<file path="src/rtl/slab_chunk_allocator_assert.svh">
// Assertion macros shared by the slab chunk allocator RTL.
// Included by the files that check their own logic; no other dependencies.
`ifndef SLAB_CHUNK_ALLOCATOR_ASSERT_SVH
`define SLAB_CHUNK_ALLOCATOR_ASSERT_SVH

// The consequent must hold in the same cycle as the antecedent.
`define SCA_ASSERT_IMPLY(label, clk, rst_n, ante, cons) \
  label: assert property (@(posedge clk) disable iff (!rst_n) (ante) |-> (cons)) \
    else $error("slab chunk allocator check failed");

// The consequent must hold in the cycle after the antecedent.
`define SCA_ASSERT_NEXT(label, clk, rst_n, ante, cons) \
  label: assert property (@(posedge clk) disable iff (!rst_n) (ante) |=> (cons)) \
    else $error("slab chunk allocator check failed");

`endif

</file>
<file path="src/rtl/sca_pkg.sv">
// Shared constants, types and helpers of the slab chunk allocator.
// Used by every module of the block; depends on nothing.
package sca_pkg;

  localparam int MAX_BLOCKS  = 1024;
  localparam int BLK_W       = 10;
  localparam int PTR_W       = 11;
  localparam int NUM_CLASSES = 9;
  localparam int CLS_W       = 4;
  localparam int MAX_CHUNKS  = 256;
  localparam int CHUNK_W     = 8;
  localparam int SEG_W       = 32;
  localparam int SEG_BIT_W   = 5;
  localparam int NUM_SEGS    = MAX_CHUNKS / SEG_W;
  localparam int SEG_IDX_W   = 3;
  localparam int OFF_W       = 26;

  localparam logic [PTR_W-1:0] NIL = '1;

  localparam logic [2:0] ST_OK         = 3'd0;
  localparam logic [2:0] ST_BAD_SIZE   = 3'd1;
  localparam logic [2:0] ST_NO_BLOCK   = 3'd2;
  localparam logic [2:0] ST_FREE_RANGE = 3'd4;

  localparam logic [1:0] REG_BLOCK_SHIFT     = 2'd0;
  localparam logic [1:0] REG_MIN_CHUNK_SHIFT = 2'd1;
  localparam logic [1:0] REG_BLOCK_COUNT     = 2'd2;

  typedef struct packed {
    logic [4:0]  bs;
    logic [4:0]  mcs;
    logic [10:0] nblk;
  } geom_t;

  typedef struct packed {
    logic [CLS_W-1:0] cls;
    logic             full;
    logic [PTR_W-1:0] prev;
    logic [PTR_W-1:0] next;
  } meta_t;

  typedef struct packed {
    logic             start;
    logic             invert;
    logic [CHUNK_W:0] nchunks;
  } scan_ctl_t;

  typedef struct packed {
    logic               done;
    logic               any;
    logic               multi;
    logic [CHUNK_W-1:0] first;
  } scan_res_t;

  typedef struct packed {
    logic             valid;
    logic [BLK_W-1:0] addr;
    logic             set_next;
    logic [PTR_W-1:0] value;
  } patch_t;

  // Block numbers at or above the block limit mean "no block".
  function automatic logic ptr_valid(input logic [PTR_W-1:0] p);
    return !p[PTR_W-1];
  endfunction

endpackage

</file>
<file path="src/rtl/sca_cfg_regs.sv">
// Configuration registers of the slab chunk allocator and the clamped geometry.
// Depends on sca_pkg.
module sca_cfg_regs (
  input  logic          clk,
  input  logic          rst_n,
  input  logic          psel,
  input  logic          penable,
  input  logic          pwrite,
  input  logic [3:0]    paddr,
  input  logic [31:0]   pwdata,
  output logic [31:0]   prdata,
  output logic          pready,
  output sca_pkg::geom_t geom
);
  import sca_pkg::*;

  localparam logic [4:0]  BS_RESET   = 5'd12;
  localparam logic [4:0]  MCS_RESET  = 5'd5;
  localparam logic [10:0] CNT_RESET  = 11'd1024;
  localparam logic [4:0]  SHIFT_MIN  = 5'd3;
  localparam logic [4:0]  BS_MAX     = 5'd16;
  localparam logic [4:0]  SPAN_MAX   = 5'd8;
  localparam logic [10:0] CNT_MAX    = 11'(MAX_BLOCKS);

  logic [4:0]  bs_r, mcs_r;
  logic [10:0] cnt_r;
  logic [1:0]  idx;
  logic        wr;
  logic [4:0]  bs, mcs;

  assign idx    = paddr[3:2];
  assign wr     = psel && penable && pwrite;
  assign pready = 1'b1;

  always_ff @(posedge clk) begin
    if (!rst_n) begin
      bs_r  <= BS_RESET;
      mcs_r <= MCS_RESET;
      cnt_r <= CNT_RESET;
    end else if (wr) begin
      unique case (idx)
        REG_BLOCK_SHIFT:     bs_r  <= pwdata[4:0];
        REG_MIN_CHUNK_SHIFT: mcs_r <= pwdata[4:0];
        REG_BLOCK_COUNT:     cnt_r <= pwdata[10:0];
        default: ;
      endcase
    end
  end

  always_comb begin
    unique case (idx)
      REG_BLOCK_SHIFT:     prdata = {27'b0, bs_r};
      REG_MIN_CHUNK_SHIFT: prdata = {27'b0, mcs_r};
      REG_BLOCK_COUNT:     prdata = {21'b0, cnt_r};
      default:             prdata = '0;
    endcase
  end

  // The chunk size may lie at most eight octaves below the block size.
  always_comb begin
    bs = bs_r;
    if (bs < SHIFT_MIN) bs = SHIFT_MIN;
    if (bs > BS_MAX) bs = BS_MAX;
    mcs = mcs_r;
    if (mcs < SHIFT_MIN) mcs = SHIFT_MIN;
    if (mcs > bs) mcs = bs;
    if (bs - mcs > SPAN_MAX) mcs = bs - SPAN_MAX;
    geom.bs   = bs;
    geom.mcs  = mcs;
    geom.nblk = (cnt_r == 11'd0) ? 11'd1 : ((cnt_r > CNT_MAX) ? CNT_MAX : cnt_r);
  end

endmodule

</file>
<file path="config.mk">
export PLATFORM = sky130hd
export DESIGN_NAME = sca_cfg_regs
export DESIGN_NICKNAME = d
export VERILOG_FILES = /design/src/rtl/slab_chunk_allocator_assert.svh /design/src/rtl/sca_pkg.sv /design/src/rtl/sca_cfg_regs.sv
export SDC_FILE = /design/constraint.sdc
export NUM_CORES = 1
export LEC_CHECK = 0
export ABC_AREA = 1
export ABC_CLOCK_PERIOD_IN_PS = 3000
export BUFFER_PORTS_ARGS = -buffer_cell sky130_fd_sc_hd__buf_2
export CORE_ASPECT_RATIO = 1.1
export CORE_MARGIN = 3
export CORE_UTILIZATION = 41
export DETAILED_ROUTE_END_ITERATION = 7
export PLACE_DENSITY = 0.8
export SLEW_MARGIN = 40
export SYNTH_ARGS = -nofsm -noshare
export SYNTH_HDL_FRONTEND = slang
export SYNTH_SLANG_ARGS = --single-unit
</file>
<file path="constraint.sdc">
create_clock -name clk -period 3 [get_ports clk]
set_input_delay 0.15 -clock clk [delete_from_list [all_inputs] [get_ports clk]]
set_output_delay 0.15 -clock clk [all_outputs]
set_load 0.02 [all_outputs]
</file>
==> impl_metrics.yaml <==
clock_network:
  clockBufferDepth: 2
  cts_tree: "built"
  clkLatencyLatePin_ns: 0.26
  root_buffer: "clkbuf_8"
  cts.sinks: 21
  numCtsBuffers: 3
  clk_pin_slew_ns: 0.07
  postCtsHoldBufs: 0
  cts_htree_levels: 1
synth:
  netlist.area_leader.share_pct: 24.0
  synth.distinct_cells: 33
  synth_seq_cells: 21
  synthMuxAreaShare_pct: 0
  synthCells: 260
  synth_xor_xnor_area_share_pct: 0.500
  synthAdderAreaFrac_pct: 7.58
  ys_warn_count: 0
  synthTopCellsByArea: "dfxtp_1 24%, nand2_1 9.9%, buf_4 9.4%"
  yosys.area_share.simple_pct: 28.2
  synth_area_um2: 1750
  synth_edf_count: 0
  ys_async_sr_fraction_pct: 0
  synth_top_family_by_area: "simple AND/OR/NAND/NOR gates"
  avgSynthCellArea_um2: 6.73
  ys_seq_area_share_pct: 24.0
  synthFlopType: "dfxtp_1"
  yosys.area.top_type: "dfxtp_1"
  synth-compound-area-share_pct: 17.7
critical_path:
  crit_path_cell_trace: "buf_4 > inv_1 > ha_4 > nand2_2 > inv_2 > a21oi_4 > nand2_2 > nand2_4 > nand2_2 > o21ai_4 > ha_2 > inv_2 > fa_2 > a21oi_2 > nor2_1 > nor2_2 > inv_2 > nand2_2 > nand3_4 > nand2_2 > nand2_2 > buf_6"
  worst_path_max_delay_cell: "dfxtp_4"
  startpoint_type: "flip-flop"
  r2r-start: "bs_r[4]"
  crit_path_end_kind: "output pin"
  path_class: "reg -> out"
  critPathMaxFanout: 6
  crit_arrival_ns: 3.32
  critical_path.most_common_cell: "nand2_2"
  critPathLaunch: "bs_r[4]"
  crit_required_ns: 2.85
  cp_slowest_stage_delay_ns: 0.35
global_route:
  grt_pass1_wl_um: 7000
  grt_start_max_net_pins: 22
  grt-ovfl-total: 0
  grt_util_all_layers_pct: 17.7
  grt_pass1_vias: 1743
  antenna_found_initial: 0
placement:
  pre_cts_slack_ns: -0.233
  dp_hpwl_um: 3560
  gp_congestion: 0.761
  placed_area_um2: 2220
  dpl.cell_count: 380
  port_buffers: 49
floorplan:
  dieArea_um2: 5090
  initial_core_util_pct: 43.5
  boundaryPins: 95
  chipWidth_um: 68.3
  rows: 24
  core-area_um2: 4020
  die_y_um: 74.5
drt:
  post_drt_wl_per_cell_um: 11.6
  routed_wl_um: 4560
  drt_iter0_markers: 54
  met2_length_um: 2550
  wl_met3_um: 268
  drcViolationCount: 0
  num_vias: 1843
  dr.pass1.iters: 4
  via_per_inst: 4.69
  drt-met1-wl_um: 1690
  ant_nets: 0
  dr.max_layer_used: "met4"
timing:
  max-slew-margin-rel_pct: 65.3
  worst_clock_skew_ns: 0
  worst_pin_slew_ns: 0.519
  fin_crit_ns: 3.47
  rsz0062_at_grt: "true"
  finalHoldViolations: 0
  worst_slack_ns: -0.471
  fmax_ghz: 0.288
  setup_viol: 5
  holdWs_ns: 0.103
  period_share_pct: 116
  slew_violations: 0
run_status:
  violations: "setup timing"
  status: "complete, but fails checks"
finish:
  multi_input_area_um2: 1210
  nFillCells: 367
  regArea_um2: 427
  final_cell_area_um2: 2480
  final_nets: 393
  fin_util_pct: 61.7
  drive_gt1_share_pct: 46.6
  diodes: 0
  finalNonFillerCells: 393
  area_growth_pct: 41.7
pwr:
  peakVddDrop_mv: 0.264
  leakagePower_uw: 0.00125
  power.density_nw_per_um2: 344
hold_path:
  min_path_type: "in -> reg"
  hp-start: "pwdata[10]"
flow_run:
  maxCapViolations: 0
==> registers in the layout, indices dropped and copies added (netlist names) <==
register  flops
bs_r          5
cnt_r        11
mcs_r         5
==> cell type report <==
| type | instances | share of cell area, % |
|---|---|---|
| Tap cell | 52 | 2.62 |
| Inverter | 44 | 6.66 |
| Clock buffer | 4 | 1.82 |
| Sequential cell | 21 | 17.2 |
| Multi-Input combinational cell | 184 | 48.6 |
| Timing Repair Buffer | 88 | 23.1 |
==> worst paths after layout <==
path / to / slack, ns / depth (start not counted)
hold / removal: cnt_r[10] / 0.10 / 3
hold reg to reg: cnt_r[0] / 0.50 / 2
setup / recovery: geom[12] / -0.47 / 22
setup reg to reg: bs_r[4] / 2.02 / 4
==> synth_stat cells (4+ instances only) <==
library cell,n
nor2_1,25
o221ai_1,5
clkbuf_1,6
o21ai_2,4
dfxtp_1,21
nand2_2,5
inv_2,7
ha_1,9
nand2_1,46
o21ai_0,17
a21oi_1,17
o211ai_1,5
nand3_1,8
buf_4,22
inv_1,37
==> cells by family (layout without fill, tap and decap cells) <==
kind of cell,Yosys count,after routing
fa+ha+maj,10,10
flops,21,21
simple gates,101,101
compound gates,50,50
other cells,2,22
xor+xnor,1,1
buf+inv,75,136
==> cells in the final DEF (no fill, tap or decap), drive strengths merged <==
cell type   n
o21a        1
nor4        1
o21ai      21
o221ai      5
buf        88
a21oi      18
nand3      10
inv        44
o211ai      5
nor2       31
ha          9
xnor2       1
or2         1
clkbuf      4
nand2      52
dfxtp      21
nand3b      1
fa          1
conb       22
nand4       5
==> report_power, final <==
part / leakage [uW] / internal [uW] / switching [uW]
logic: 0.00106 / 159 / 222
clock network: 0.0000228 / 94.7 / 90.2
registers: 0.000170 / 284 / 2.96
==> what timing repair did <==
action / CTS / global route
buffers inserted: 4 / 5
gates resized for setup: 19 / 16
setup endpoints to repair: 5 / 5
pin swaps: 18 / 5
==> stage by stage <==
stage / setup TNS [ns] / total power (uW)
after floorplan: -0.0330 / 522
after global placement: -0.505 / 580
after detailed placement: -1.09 / 588
after CTS: -2.38 / 804
after global routing: -3.38 / 905
final: -2.27 / 853
==> worst max-delay path: cells and delay by family, from the launching register on <==
kind	cells	cell delay, ns
flops	1	0.35
simple gates	10	0.97
compound gates	3	0.35
buf+inv	6	0.61
fa+ha+maj	3	0.77
==> metal layers <==
metal	up-vias	track usage [%]
met4	0	5.30
met3	5	2.57
met2	58	35.2
li1	946	-
met1	834	18.5
met5	-	0
Power figures use the tool's default switching activity.
