--- config.mk ---
export PLATFORM = sky130hd
export DESIGN_NAME = sca_scan
export DESIGN_NICKNAME = d
export VERILOG_FILES = /design/src/rtl/slab_chunk_allocator_assert.svh /design/src/rtl/sca_pkg.sv /design/src/rtl/sca_scan.sv
export SDC_FILE = /design/constraint.sdc
export NUM_CORES = 1
export LEC_CHECK = 0
export BUFFER_PORTS_ARGS = -buffer_cell sky130_fd_sc_hd__buf_2
export CAP_MARGIN = 5
export CORE_MARGIN = 2
export CORE_UTILIZATION = 40
export DETAILED_ROUTE_END_ITERATION = 8
export PLACE_DENSITY = 0.76
export SYNTH_ARGS = -nofsm -noshare
export SYNTH_HDL_FRONTEND = slang
export SYNTH_SLANG_ARGS = --single-unit
--- constraint.sdc ---
create_clock -name clk -period 9.8 [get_ports clk]
set_input_delay 1.96 -clock clk [delete_from_list [all_inputs] [get_ports clk]]
set_output_delay 1.96 -clock clk [all_outputs]
set_load 0.02 [all_outputs]
--- src/rtl/slab_chunk_allocator_assert.svh ---
// Assertion macros shared by the slab chunk allocator RTL.
// Included by the files that check their own logic; no other dependencies.
`ifndef SLAB_CHUNK_ALLOCATOR_ASSERT_SVH
`define SLAB_CHUNK_ALLOCATOR_ASSERT_SVH

// The consequent must hold in the same cycle as the antecedent.
`define SCA_ASSERT_IMPLY(label, clk, rst_n, ante, cons) \
  label: assert property (@(posedge clk) disable iff (!rst_n) (ante) |-> (cons)) \
    else $error("slab chunk allocator check failed");

// The consequent must hold in the cycle after the antecedent.
`define SCA_ASSERT_NEXT(label, clk, rst_n, ante, cons) \
  label: assert property (@(posedge clk) disable iff (!rst_n) (ante) |=> (cons)) \
    else $error("slab chunk allocator check failed");

`endif

--- src/rtl/sca_pkg.sv ---
// Shared constants, types and helpers of the slab chunk allocator.
// Used by every module of the block; depends on nothing.
package sca_pkg;

  localparam int MAX_BLOCKS  = 1024;
  localparam int BLK_W       = 10;
  localparam int PTR_W       = 11;
  localparam int NUM_CLASSES = 9;
  localparam int CLS_W       = 4;
  localparam int MAX_CHUNKS  = 256;
  localparam int CHUNK_W     = 8;
  localparam int SEG_W       = 32;
  localparam int SEG_BIT_W   = 5;
  localparam int NUM_SEGS    = MAX_CHUNKS / SEG_W;
  localparam int SEG_IDX_W   = 3;
  localparam int OFF_W       = 26;

  localparam logic [PTR_W-1:0] NIL = '1;

  localparam logic [2:0] ST_OK         = 3'd0;
  localparam logic [2:0] ST_BAD_SIZE   = 3'd1;
  localparam logic [2:0] ST_NO_BLOCK   = 3'd2;
  localparam logic [2:0] ST_FREE_RANGE = 3'd4;

  localparam logic [1:0] REG_BLOCK_SHIFT     = 2'd0;
  localparam logic [1:0] REG_MIN_CHUNK_SHIFT = 2'd1;
  localparam logic [1:0] REG_BLOCK_COUNT     = 2'd2;

  typedef struct packed {
    logic [4:0]  bs;
    logic [4:0]  mcs;
    logic [10:0] nblk;
  } geom_t;

  typedef struct packed {
    logic [CLS_W-1:0] cls;
    logic             full;
    logic [PTR_W-1:0] prev;
    logic [PTR_W-1:0] next;
  } meta_t;

  typedef struct packed {
    logic             start;
    logic             invert;
    logic [CHUNK_W:0] nchunks;
  } scan_ctl_t;

  typedef struct packed {
    logic               done;
    logic               any;
    logic               multi;
    logic [CHUNK_W-1:0] first;
  } scan_res_t;

  typedef struct packed {
    logic             valid;
    logic [BLK_W-1:0] addr;
    logic             set_next;
    logic [PTR_W-1:0] value;
  } patch_t;

  // Block numbers at or above the block limit mean "no block".
  function automatic logic ptr_valid(input logic [PTR_W-1:0] p);
    return !p[PTR_W-1];
  endfunction

endpackage

--- src/rtl/sca_scan.sv ---
// Bitmap scanner of the slab chunk allocator: walks a block bitmap one segment a cycle.
// Depends on sca_pkg.
module sca_scan (
  input  logic                          clk,
  input  logic                          rst_n,
  input  sca_pkg::scan_ctl_t            ctl,
  input  logic [sca_pkg::MAX_CHUNKS-1:0] vec,
  output sca_pkg::scan_res_t            res
);
  import sca_pkg::*;

  logic                 busy_r, done_r, any_r, multi_r;
  logic [SEG_IDX_W-1:0] seg_r;
  logic [CHUNK_W-1:0]   first_r;
  logic [SEG_W-1:0]     word, mask, w;
  logic                 seg_any, seg_multi;
  logic [SEG_BIT_W-1:0] seg_low;

  function automatic logic [SEG_BIT_W-1:0] low_idx(input logic [SEG_W-1:0] v);
    logic [SEG_W-1:0]     oh;
    logic [SEG_BIT_W-1:0] r;
    oh = v & (~v + SEG_W'(1));
    r  = '0;
    for (int k = 0; k < SEG_W; k++) begin
      if (oh[k]) r = r | SEG_BIT_W'(k);
    end
    return r;
  endfunction

  // Bits at or beyond the chunk count of the block take no part.
  always_comb begin
    word = vec[{seg_r, SEG_BIT_W'(0)} +: SEG_W];
    for (int i = 0; i < SEG_W; i++) begin
      mask[i] = ({1'b0, seg_r, SEG_BIT_W'(i)} < ctl.nchunks);
    end
    w         = (ctl.invert ? ~word : word) & mask;
    seg_any   = |w;
    seg_multi = |(w & (w - SEG_W'(1)));
    seg_low   = low_idx(w);
  end

  always_ff @(posedge clk) begin
    if (!rst_n) begin
      busy_r  <= 1'b0;
      done_r  <= 1'b0;
      seg_r   <= '0;
      any_r   <= 1'b0;
      multi_r <= 1'b0;
      first_r <= '0;
    end else begin
      done_r <= 1'b0;
      if (ctl.start) begin
        busy_r  <= 1'b1;
        seg_r   <= '0;
        any_r   <= 1'b0;
        multi_r <= 1'b0;
        first_r <= '0;
      end else if (busy_r) begin
        if (!any_r && seg_any) first_r <= {seg_r, seg_low};
        multi_r <= multi_r | seg_multi | (any_r & seg_any);
        any_r   <= any_r | seg_any;
        if (seg_r == SEG_IDX_W'(NUM_SEGS - 1)) begin
          busy_r <= 1'b0;
          done_r <= 1'b1;
        end else begin
          seg_r <= seg_r + SEG_IDX_W'(1);
        end
      end
    end
  end

  assign res.done  = done_r;
  assign res.any   = any_r;
  assign res.multi = multi_r;
  assign res.first = first_r;

endmodule

==> results.md, run 1 <==
* Cell area after placement at 0.00587 mm²
* Port buffer count at 279
* WP data required at 9.93 ns
* Worst VDD drop at 0.0000886 V
* Synth warn at 0
* LEAKAGE at 0.00250 µW
* Critical Path End Type: register
* Clk Latency, worst-skew pair at 0.25 ns
* Width of the die at 110 µm
* Fin Clk Skew at 0.00358 ns
* Non-Filler Instances at 891
* Rows at 38
* Clk sinks at 15
* Slew Viols, Final at 0
* Outcome: completed
* Mapped Nets at 775
* Total GRT Usage at 31.0%
* Top cell by count, worst path: and4b_1
* Vias per cell at 6.06
* Final Cell Area at 0.00596 mm²
* Initial Util at 41.2%
* Crit-path max FO at 20
* Drt wl/cell at 21.5 µm
* Final period util at 63.8%
* CTS H-tree depth at 1
* Slew HR at 40.3%
* Dpl hpwl at 16,300 µm
* Power density cells at 64.4 mW/mm²
* Placed insts at 883
* Hold_buf cts at 0
* Final Hold Viols at 0
* DRC at 0
* Final setup violation count at 0
* Cell Area, Synth at 0.00451 mm²
* Asr flop ratio synth at 0%
* Worst path cell trace: buf_2 -> inv_1 -> ha_1 -> and4b_1 -> nand2_1 -> o21ai_0 -> a2bb2oi_1 -> and4b_1 -> nand4_1 -> or2_1 -> a2111o_1 -> or4_1 -> o31a_1
* Die Span Y at 110 µm
* Hold Path Class: reg2reg
* Vias in the first global route at 5,355
* Most common flop cell mapped by yosys: dfxtp_1
* Fmax at 160 MHz
* Pwr Total at 384 µW
* Buf/Inv on CP at 2
* Worst path slowest cell: and4b_1
* Via count at 5,396
* Final net count at 1,023
* Root Driver: clkbuf_16
* Maximum clock path buffer count at 2
* Largest net degree at the start of global routing at 70
* Routed wl met3 at 1630 µm
* Max-Cap Viols at 0
* Setup TNS at 0 ns
* Layout cells sized above 1 at 49.3%
* Worst Tran Pin Value at 0.896 ns
* Crit path max-delay family: simple AND/OR/NAND/NOR gates
* Yosys reg bits at 15
* CP Launch Type: input pin
* Core Area at 0.0109 mm²
* First-pass GRT wire length at 28,800 µm
* CTS resizes at 0
* Mean Syn Cell Area at 9.02 µm²
* Grt ovf at 0
* DIE AREA at 0.0121 mm²
* Wl on met1 at 7920 µm
* Layout area overhead at 32.2%
* Metal2 WL at 9350 µm
* Mapped Cells at 500
* GPL Wtd Cong at 1.05
* Tmin final at 6.25 ns
* Post-CTS Setup Repair Bufs at 0
* IO Pins at 280
* CTS tree: done
* Clock transition at path regs at 0.05 ns
* Crit path kind: in2reg
* Uppermost layer routed: met4
* TritonRoute pass-1 iters at 5
* Sequential share of the synthesized area at 6.66%
* Util after Layout at 54.5%
* RSZ-0062 raised after global routing: false
* Critical Path Max Stage Delay at 0.66 ns
* Post-synth EDFFs at 0
* Post-route ant nets at 0
* Initial antenna violation count at 4
* 1st-iter DRT viols at 413
* CP arrival at 6.39 ns
* CTS Buf Count at 3
* Total Wirelength at 19,200 µm
* Yosys cell types at 74
## through the flow
step,hold WS (ns),setup WS (ns)
floorplan,0.456,4.38
global placement,0.477,3.45
detailed placement,0.488,3.35
CTS,0.503,3.61
global route,0.527,3.17
finish,0.496,3.55
## where the power goes
group	total [µW]	switching (µW)	internal [µW]	leakage, µW
clock	79.4	24.9	54.5	0.0000409
combinational	236	118	118	0.00234
sequential	68.1	5.51	62.5	0.000124
## cell usage after synthesis, drive strengths merged (5+ instances only)
library cell,instances,area [µm²]
ha,6,75.1
nor3,15,80.1
o21ai,29,145
xnor2,26,228
nor2b,12,75.1
o211ai,5,37.5
a211oi,6,50.1
mux2i,43,430
and3,9,56.3
nand2,25,93.8
a221oi,10,93.8
mux4,56,1260
a31oi,7,43.8
a21oi,22,110
clkbuf,12,45.0
buf,29,211
a22oi,10,75.1
and2,6,37.5
mux2,10,116
o21a,7,52.6
inv,13,48.8
dfxtp,15,300
nor2,37,139
nand3,15,75.1
## placed cells by master, fill, tap and decap left out, types with 4 or more instances in the layout
master | netlist | final
nand3b_1 | 4 | 4
o21a_1 | 7 | 7
o211ai_1 | 5 | 5
inv_1 | 12 | 12
o22ai_1 | 4 | 4
a211oi_1 | 5 | 5
buf_2 | 15 | 279
mux2i_1 | 43 | 43
a22oi_1 | 10 | 10
a21oi_1 | 22 | 22
a221oi_1 | 9 | 9
xnor2_1 | 26 | 26
buf_4 | 4 | 5
and3_1 | 9 | 9
dfxtp_1 | 15 | 12
o21ai_0 | 27 | 27
diode_2 | 0 | 4
and2_1 | 6 | 6
ha_1 | 6 | 6
a31oi_1 | 7 | 7
mux4_2 | 55 | 55
nand2_1 | 25 | 25
nand3_1 | 15 | 15
nand2b_1 | 4 | 4
nor3_1 | 14 | 14
o31ai_1 | 4 | 4
nor2_1 | 37 | 37
nor2b_1 | 12 | 12
mux2_2 | 9 | 9
## worst reg2reg max path, delay by kind of cell (launching register included)
family | cells | cell delay [ns]
AND/OR/NAND/NOR | 6 | 2.66
AO/OA/AOI/OAI | 4 | 1.29
flip-flops | 1 | 0.31
adder cells (fa/ha/maj) | 1 | 0.32
buffers and inverters | 1 | 0.48
## cells by family after synthesis
kind of cell / synth area share [%]
and+or+nand+nor: 17.2
AOI/OAI and AO/OA: 22.4
muxes: 40.2
buffers and inverters: 6.77
xor gates and xnor gates: 5.05
DFF: 6.66
adders and majority gates: 1.66
## state kept, by name, indices dropped and copies added (netlist names)
signal / count
any_r: 1
busy_r: 1
seg_r: 3
multi_r: 1
done_r: 1
first_r: 8
## worst paths after layout
path	start	to	depth (start not counted)	slack, ns
max	ctl[7]	multi_r	13	3.55
min	first_r[7]	first_r[7]	2	0.50
max reg2reg	seg_r[1]	multi_r	12	4.62
min reg2reg	first_r[7]	first_r[7]	2	0.50
## layer usage
| metal | track usage (%) | up-vias |
|---|---|---|
| met2 | 52.3 | 292 |
| met4 | 6.61 | 0 |
| li1 | - | 2509 |
| met1 | 42.2 | 2566 |
| met5 | 0 | - |
| met3 | 4.64 | 29 |
## final cells by class
class | count | area [µm²]
timing repair buffer | 284 | 1430
tap | 140 | 175
multi-input combinational | 431 | 3900
fill | 1036 | 4970
antenna | 4 | 10.0
clock buffer | 3 | 75.1
sequential | 15 | 309
clock inverter | 1 | 5.00
inverter | 13 | 48.8
Note: power is estimated with default switching activity, not from simulation.
==> inputs of run 2 (changes only) <==
==> constraint.sdc (replaced) <==
create_clock -name clk -period 6.1 [get_ports clk]
set_input_delay 1.22 -clock clk [delete_from_list [all_inputs] [get_ports clk]]
set_output_delay 1.22 -clock clk [all_outputs]
set_load 0.02 [all_outputs]
==> run 2 against run 1 <==
Effect of this change: register-to-register slack worse by 3.1 ns; via count grew 2.9%; critical endpoint unchanged; routed wire length is 1.0% higher; die area unchanged.
==> results.md, run 2 (synthesis gave the netlist of run 1 again) <==
* Fmax at 206 MHz
* Crit-path max FO at 11 (-45%)
* Worst Tran Pin Value at 0.964 ns (+0.0680 ns)
* Dpl hpwl at 16,500 µm (+0.97%)
* Slew Viols, Final at 0 (unchanged)
* Worst path slowest cell: or4_1
* Commonest non-fill, non-tap cell in the layout: buf_2
* 1st-iter DRT viols at 684 (+66%)
* Total GRT Usage at 31.2% (+0.13 points)
* Layout cells sized above 1 at 49.5% (+0.27 points)
* Port buffer count at 279 (unchanged)
* Initial Util at 41.2% (unchanged)
* Final net count at 1,027 (+0.39%)
* CTS tree: done
* RSZ-0062 raised after global routing: false
* Root Driver: clkbuf_16
* Vias in the first global route at 5,331 (-0.45%)
* Width of the die at 110 µm (unchanged)
* Crit path max-delay family: simple AND/OR/NAND/NOR gates
* Clock transition at path regs at 0.05 ns (about the same)
* Via count at 5,550 (+2.9%)
* Critical Path End Type: register
* Vias per cell at 6.19 (+2.3%)
* Critical Path Max Stage Delay at 0.52 ns (-0.14 ns)
* Post-CTS Setup Repair Bufs at 0 (unchanged)
* Slew HR at 35.4% (-4.9 points)
* Total Wirelength at 19,400 µm (+1.0%)
* Final Hold Viols at 0 (unchanged)
* DIE AREA at 0.0121 mm² (unchanged)
* Worst path cell trace: buf_2 -> inv_1 -> ha_1 -> and4b_1 -> nand2_1 -> o21ai_0 -> a2bb2oi_1 -> and4b_1 -> nand2_1 -> o32a_1 -> a2111o_1 -> or4_1 -> o31a_1
* Buf/Inv on CP at 2 (unchanged)
* Crit path kind: in2reg
* Grt ovf at 0 (unchanged)
* CP arrival at 4.99 ns (-1.40 ns)
* Hold_buf cts at 0 (unchanged)
* First-pass GRT wire length at 28,700 µm (-0.22%)
* Final setup violation count at 0 (unchanged)
* CTS H-tree depth at 1 (unchanged)
* Most flops, register: first_r
* Max reg flops at 8 (unchanged)
* DRC at 0 (unchanged)
* LEAKAGE at 0.00252 µW (+0.86%)
* Power density cells at 104 mW/mm² (+61%)
* IO Pins at 280 (unchanged)
* Rows at 38 (unchanged)
* Tmin final at 4.85 ns
* CP Launch Type: input pin
* GPL Wtd Cong at 1.03 (-1.5%)
* Util after Layout at 54.9% (+0.41 points)
* Post-route ant nets at 0 (unchanged)
* Die Span Y at 110 µm (unchanged)
* Most frequent cells in the layout: 279 x buf_2, 55 x mux4_2, 43 x mux2i_1
* Clk sinks at 15 (unchanged)
* Worst VDD drop at 0.000138 V (+55%)
* Setup TNS at 0 ns (unchanged)
* Max-Cap Viols at 0 (unchanged)
* Clk Latency, worst-skew pair at 0.25 ns (about the same)
* Initial antenna violation count at 5 (+1)
* Maximum clock path buffer count at 2 (unchanged)
* CTS resizes at 0 (unchanged)
* WP data required at 6.24 ns (-3.69 ns)
* Biggest regs: first_r x8, seg_r x3
* Core Area at 0.0109 mm² (unchanged)
* Final period util at 79.5%
* Hold Path Class: reg2reg
* Layout area overhead at 33.2%
* Outcome: completed
* Drt wl/cell at 21.6 µm (+0.45%)
* Largest net degree at the start of global routing at 54 (-23%)
* TritonRoute pass-1 iters at 6 (+1)
* Fin Clk Skew at 0.00312 ns (-0.000462 ns)
* CTS Buf Count at 3 (unchanged)
-- run 2: final timing paths --
kind	startpoint	endpoint	slack, ns	depth (start not counted)
min	first_r[6]	first_r[6]	0.49	2
min reg2reg	first_r[6]	first_r[6]	0.49	2
max reg2reg	seg_r[0]	multi_r	1.51	10
max	ctl[7]	multi_r	1.25	13
-- run 2: report_power, final --
| part | internal (µW) | switching (µW) | leakage, µW |
|---|---|---|---|
| clock | 87.7 | 42.7 | 0.0000409 |
| sequential | 100 | 8.92 | 0.000124 |
| combinational | 192 | 191 | 0.00236 |
-- run 2: final cells by class --
class,instances,area [µm²]
well taps,140,175
clock inverters,1,5.00
clock buffers,3,75.1
flip-flops and latches,15,309
diodes,5,12.5
inverters,13,48.8
fillers,1023,4930
repair buffers,288,1480
multi-input cells,431,3900
-- run 2: worst register-to-register path, delay by kind of cell (launching register included) --
family	cells	cell delay, ns
compound gates	2	0.70
flops	1	0.83
mux	3	1.38
simple gates	5	1.56
-- run 2: per-stage QoR --
step	instance area, µm²	hold WS (ns)	setup WS, ns	instances	power, µW
6_report	6010	0.492	1.25	896	622
4_1_cts	5990	0.498	1.29	891	616
3_5_place_dp	5910	0.484	1.03	887	486
5_1_grt	6000	0.543	0.985	893	659
3_3_place_gp	5910	0.473	1.13	887	483
2_1_floorplan	4510	0.456	1.42	500	342
-- run 2: layer usage --
layer | GRT usage (%) | vias to the layer above | part of all wire (%) | wire length, µm
li1 | - | 2519 | - | -
met1 | 43.2 | 2616 | 40 | 7830
met2 | 50.2 | 365 | 47 | 9160
met3 | 4.94 | 48 | 10 | 1930
met4 | 9.11 | 2 | 2.3 | 453
met5 | 0 | - | 0.062 | 12
